<file path="config.mk">
export PLATFORM = sky130hd
export DESIGN_NAME = trs_mm_cordic_cell
export DESIGN_NICKNAME = d
export VERILOG_FILES = /design/src/rtl/trs_mm_pkg.sv /design/src/rtl/trs_mm_cordic_cell.sv
export SDC_FILE = /design/constraint.sdc
export NUM_CORES = 1
export LEC_CHECK = 0
export BUFFER_PORTS_ARGS = -buffer_cell sky130_fd_sc_hd__buf_4
export CORE_AREA = 2 2 392 394
export CTS_CLUSTER_DIAMETER = 100
export DETAILED_ROUTE_END_ITERATION = 12
export DIE_AREA = 0 0 394 396
export GPL_TIMING_DRIVEN = 0
export PLACE_DENSITY_LB_ADDON = 0.12
export SLEW_MARGIN = 40
export SYNTH_ARGS = -nofsm -noshare
export SYNTH_HDL_FRONTEND = slang
export SYNTH_SLANG_ARGS = --single-unit
</file>
<file path="constraint.sdc">
create_clock -name clk -period 1 [get_ports clk]
set_input_delay 0.15 -clock clk [delete_from_list [all_inputs] [get_ports clk]]
set_output_delay 0.15 -clock clk [all_outputs]
set_load 0.005 [all_outputs]
</file>
<file path="src/rtl/trs_mm_pkg.sv">
package trs_mm_pkg;

    typedef struct packed {
        logic signed [31:0] pos_x;
        logic signed [31:0] pos_y;
        logic signed [31:0] pos_z;
        logic signed [31:0] angle_x;
        logic signed [31:0] angle_y;
        logic signed [31:0] angle_z;
        logic signed [31:0] scale_x;
        logic signed [31:0] scale_y;
        logic signed [31:0] scale_z;
    } in_item_t;

    typedef struct packed {
        logic [1:0]         row_index;
        logic signed [31:0] col0;
        logic signed [31:0] col1;
        logic signed [31:0] col2;
        logic signed [31:0] col3;
        logic               last_row;
    } out_item_t;

    // one CORDIC lane: x, y in Q30 with headroom, z residual angle in Q30
    typedef struct packed {
        logic signed [33:0] x;
        logic signed [33:0] y;
        logic signed [32:0] z;
    } lane_t;

    // data that rides alongside the angle lanes
    typedef struct packed {
        logic [2:0][31:0] pos;
        logic [2:0][31:0] scl;
        logic [2:0][1:0]  quad;
    } side_t;

    typedef struct packed {
        lane_t [2:0] lane;
        side_t       side;
    } cord_t;

    localparam int ATAN_ENTRIES = 30;
    localparam logic signed [33:0] ONE_Q30   = 34'sd1073741824;
    localparam logic signed [33:0] GAIN_Q30  = 34'sd652032874;
    localparam logic [26:0]        DEG2RAD_Q32 = 27'd74961321;

    localparam logic [29:0] ATAN_Q30 [ATAN_ENTRIES] = '{
        30'd843314857, 30'd497837829, 30'd263043837, 30'd133525159, 30'd67021687,
        30'd33543516, 30'd16775851, 30'd8388437, 30'd4194283, 30'd2097149,
        30'd1048576, 30'd524288, 30'd262144, 30'd131072, 30'd65536, 30'd32768,
        30'd16384, 30'd8192, 30'd4096, 30'd2048, 30'd1024, 30'd512, 30'd256,
        30'd128, 30'd64, 30'd32, 30'd16, 30'd8, 30'd4, 30'd2
    };

    // Q30 product, round to nearest with ties upward
    function automatic logic signed [35:0] mul30(input logic signed [33:0] a,
                                                 input logic signed [33:0] b);
        logic signed [67:0] p;
        p = 68'(a) * 68'(b) + 68'sd536870912;
        return p[65:30];
    endfunction

    function automatic logic signed [31:0] clamp_one(input logic signed [35:0] v);
        logic signed [35:0] lim;
        lim = 36'(ONE_Q30);
        if (v > lim)
            return 32'(lim);
        else if (v < -lim)
            return 32'(-lim);
        else
            return v[31:0];
    endfunction

    function automatic logic signed [31:0] sat32(input logic signed [35:0] v);
        if (v > 36'sd2147483647)
            return 32'sh7fffffff;
        else if (v < -36'sd2147483648)
            return 32'sh80000000;
        else
            return v[31:0];
    endfunction

endpackage

</file>
<file path="src/rtl/trs_mm_cordic_cell.sv">
module trs_mm_cordic_cell #(
    parameter int STEP = 0
) (
    input  logic                  clk,
    input  logic                  rst_n,
    input  logic                  en,
    input  logic                  din_vld,
    input  trs_mm_pkg::cord_t     din,
    output logic                  dout_vld,
    output trs_mm_pkg::cord_t     dout
);
    import trs_mm_pkg::*;

    logic  vld_reg;
    cord_t data_reg;
    cord_t data_next;

    // one micro-rotation on each of the three angle lanes
    always_comb
    begin
        data_next = din;
        for (int k = 0; k < 3; k++)
        begin
            if (!din.lane[k].z[32])
            begin
                data_next.lane[k].x = din.lane[k].x - (din.lane[k].y >>> STEP);
                data_next.lane[k].y = din.lane[k].y + (din.lane[k].x >>> STEP);
                data_next.lane[k].z = din.lane[k].z - $signed({3'b000, ATAN_Q30[STEP]});
            end
            else
            begin
                data_next.lane[k].x = din.lane[k].x + (din.lane[k].y >>> STEP);
                data_next.lane[k].y = din.lane[k].y - (din.lane[k].x >>> STEP);
                data_next.lane[k].z = din.lane[k].z + $signed({3'b000, ATAN_Q30[STEP]});
            end
        end
    end

    always_ff @(posedge clk or negedge rst_n)
    begin
        if (!rst_n)
            vld_reg <= 1'b0;
        else if (en)
            vld_reg <= din_vld;
    end

    always_ff @(posedge clk)
    begin
        if (en)
            data_reg <= data_next;
    end

    assign dout_vld = vld_reg;
    assign dout     = data_reg;

endmodule
</file>
After elaboration in Yosys (flattened, before gate mapping):

Index checks and enable logic that the tools add are counted.

* output and inout bits: 502
* input port bits: 505
* register bits after elaboration: 502
* logic and storage cells: 37

* mux-type cells: 3
* add/sub/neg operators: 15

Operators by type and width (number)
* $mux 101: 3
* $sub 34x34->34: 6
* $add 34x34->34: 3
* $add 33x31->33 const B: 3
* $sub 33x31->33 const B: 3

Depth between registers and ports, before layout:

* depth after elaboration: 2
* gate-level depth with buffers: 14
* depth with buffers taken out: 13

Worst setup path after synthesis:

Ideal clock, no wire load.

* kind: input port to flip-flop
* start point: in din[230] (netlist name)
* end point: reg data_reg (netlist bit dout[230]), data pin
* cell stages on the path: 14
* library setup time: 146 ps
* path slack: -2721 ps
* data arrival time: 3575 ps
* buffers on the path: 2
* cells stage by stage: clkbuf_1 clkinv_1 clkbuf_1 ha_1 nor2b_1 o31a_1 o31ai_4 a31oi_1 o41ai_4 o31ai_2 a311o_1 a221oi_2 o21ai_1 a21oi_1

RTL lines
* start: declaration: line trs_mm_cordic_cell.sv:8 `input trs_mm_pkg::cord_t din,`
* end signal: assignment: line trs_mm_cordic_cell.sv:50 `data_reg <= data_next;`
* end: declaration: line trs_mm_cordic_cell.sv:15 `cord_t data_reg;`

==> reports/metrics.yaml <==
timing:
  relSlewSlack_pct: 30.4
  fin_crit_ps: 2610
  finalClockSkew_ps: 0
  max_freq_ghz: 0.384
  rsz0062_at_grt: "yes"
  tns_ps: -471710
  hold_violations: 45
  finalSetupViolCount: 891
  worst_pin_slew_ps: 1040
  min_period_over_period_pct: 261
  setup_slack_ps: -1610
  hold_slack_ps: -109
  slew_viol_final: 0
worst_hold_path:
  min_path_type: "in2reg"
  holdPathEnd: "dout[241]"
  hp-start: "en"
  hold_path_depth: 1
clock_tree:
  clk_root_buffer_cell: "clkbuf_16"
  cts_buffers: 71
  cts_tree: "yes"
  cts_max_level: 3
  clock_latency_ps: 670
  ctsLongestPathBuffers: 3
  clkTransAtPathRegs_ps: 60
  clkSinkCount: 499
logic_synthesis:
  synth_cells: 3672
  synthTopCellsByArea: "edfxtp_1 41%, ha_1 14%, a21oi_1 5.8%"
  ys_ff_latch: 499
  synth_enable_flop_cells: 498
  yosysWarnings: 0
  seq_area_frac_synth_pct: 41.5
  synthFlopType: "edfxtp_1"
  syn_nets: 4579
  synth_area_leader_cell: "edfxtp_1"
  avgSynthCellArea_um2: 9.82
  synth_area_um2: 36100
  synth_top_area_share_pct: 41.5
  synthDistinctLibCells: 88
  async_flop_share_pct: 0.200
routing:
  drcViolationCount: 0
  vias_per_cell: 4.81
  wire_per_inst_um: 25.4
  drt_iter0_drc: 2456
  antenna_left: 0
  wirelength_um: 186000
  firstDrtPassIters: 5
  vias: 35300
setup_path:
  crit_type: "in2reg"
  cp-start-kind: "input pin"
  r2r_end: "dout_vld"
  r2r_cells: 1
  cp_cell_sequence: "buf_16 -> clkbuf_16 -> clkinv_16 -> clkbuf_16 -> buf_12 -> buf_6 -> ha_4 -> nand2_4 -> nor3_4 -> nand2_2 -> a2111oi_4 -> a221oi_4 -> o21a_2 -> a31oi_4 -> a311o_1 -> a21oi_2 -> xnor2_1"
  cp_top_family: "compound AO/OA/AOI/OAI gates"
  r2r-start: "dout_vld"
  end_kind: "flop"
  regToRegSetupSlack_ps: 260
  critPathSlowestCell: "a2111oi_4"
  cpPeakStageDelay_ps: 460
  worst-path-buf-inv: 6
  crit_arrival_ps: 3040
  cp.required_ps: 1430
  crit_fanout: 6
  critPathMostFrequentCell: "clkbuf_16"
global_route:
  grt_overflow: 0
  grt_max_degree: 68
  met2_usage_pct: 38.9
  busiest_layer: "met2"
  grt_use_met1_pct: 28.0
  grt_pass1_vias: 35000
  grt_use_total_pct: 22.8
  grt_pass1_wl_um: 259000
  antenna_found_initial: 39
  use_met3_pct: 5.46
outcome:
  status: "complete, but fails checks"
  violations: "negative hold slack, negative setup slack"
finish:
  fin_area_um2: 59200
  n_fill_cell: 15100
  syn_to_final_growth_pct: 64.3
  drive_above_1_share_pct: 41.6
  fin_nets: 6136
pwr:
  p_leak_nw: 24.7
  ir_worst_vdd_uv: 1080
  total_power_mw: 84.8
  cellPowerDensity_nw_per_um2: 1430
die:
  die_height_um: 396
  coreArea_um2: 152000
  die_area_um2: 156000
  num_rows: 143
  die_width_um: 394
  start_util_pct: 23.8
  io-pin-count: 1007
flow_run:
  maxCapViolCount: 0
placed_design:
  dp_hpwl_um: 147000
  globalplace.congestion: 0.928
  place_area_um2: 48900
  place.port_buffers: 1006
[logic make-up (layout without fill, tap and decap cells)]
kind of cell	Yosys count	in the layout	synth area share [%]
compound gates	1188	1188	20.9
xor+xnor	279	279	6.78
fa+ha+maj	402	402	14.2
buf+inv	482	2094	5.14
flops	499	499	41.5
mux	42	42	1.18
other cells	0	16	0
simple gates	780	780	10.3
[Yosys cell counts, types with 29 or more instances]
cell and n:
o21bai_1 84, o211ai_1 31, mux2i_1 39, inv_1 331, o21ai_0 240, a21o_1 100
nand2_1 131, nor2_1 297, nand3_1 50, xor2_1 55, nand2b_1 35, nand4_1 40
clkbuf_1 105, a211oi_1 29, xnor2_1 224, edfxtp_1 498, nor3_1 80, o31ai_1 39
o21a_1 41, a21oi_1 419, ha_1 390, nor2b_1 51
[metrics by stage]
stage | hold WS, ps | setup WS (ps) | utilization (%) | std cells
2_1_floorplan | -146 | -1930 | - | 3672
3_3_place_gp | -65.4 | -5120 | 32.1 | 6708
3_5_place_dp | -66.2 | -3370 | 32.3 | 6716
4_1_cts | -270 | -1610 | 37.3 | 7208
5_1_grt | -139 | -1710 | 39.1 | 7322
6_report | -109 | -1610 | 39.1 | 7330
[how the worst max path moves through the flow]
stage,startpoint,end,slack (ps),depth (start not counted)
finish,din[230],dout[229],-1610,17
global route,din[230],dout[230],-1710,16
CTS,din[230],dout[230],-1610,16
detailed placement,din[432],dout[432],-3370,13
global placement,en,dout_vld,-5120,2
floorplan,din[230],dout[230],-1930,14
[routing by layer]
metal,vias to the layer above,part of all wire (%)
li1,16500,-
met1,17300,41
met2,1164,49
met3,253,6.9
met4,26,3.4
met5,-,0.091
[power breakdown]
group | total [mW] | leakage, nW | internal, mW | switching (mW)
registers | 27.9 | 4.89 | 26.7 | 1.18
clock network | 26.0 | 1.14 | 15.0 | 11.0
logic | 31.0 | 18.6 | 14.5 | 16.5
total | 84.8 | 24.7 | 56.1 | 28.7
[sequential cells by signal, indices dropped and copies added (netlist names)]
register	cells
dout	498
dout_vld	1
[final cells by class]
| class | instances | area, µm² | share of cell area [%] |
|---|---|---|---|
| Inverter | 339 | 1540 | 2.61 |
| Sequential cell | 499 | 15000 | 25.3 |
| Multi-Input combinational cell | 2691 | 24100 | 40.7 |
| Antenna cell | 16 | 40.0 | 0.0676 |
| Timing Repair Buffer | 1496 | 12700 | 21.4 |
| Clock buffer | 85 | 1840 | 3.10 |
| Buffer | 131 | 962 | 1.62 |
| Clock inverter | 43 | 532 | 0.898 |
| Tap cell | 2030 | 2540 | 4.29 |
[timing repair]
action                                 CTS  global route
pin swaps                              229           296
setup endpoints to repair              893           891
cloned                                   4             1
hold buffers                           217             2
endpoints found under the hold margin  324            59
buffers inserted                       148           122
gates resized for setup                368           408
[layout by cell type, fill, tap and decap left out, types with 105 or more instances in the layout]
cell type / n
a21oi_1: 290
a21oi_2: 105
buf_4: 1168
dlygate4sd3_1: 219
edfxtp_1: 498
ha_1: 312
inv_1: 270
nand2_1: 116
nor2_1: 268
xnor2_1: 186
No activity file was read; power rests on OpenSTA's default activity.
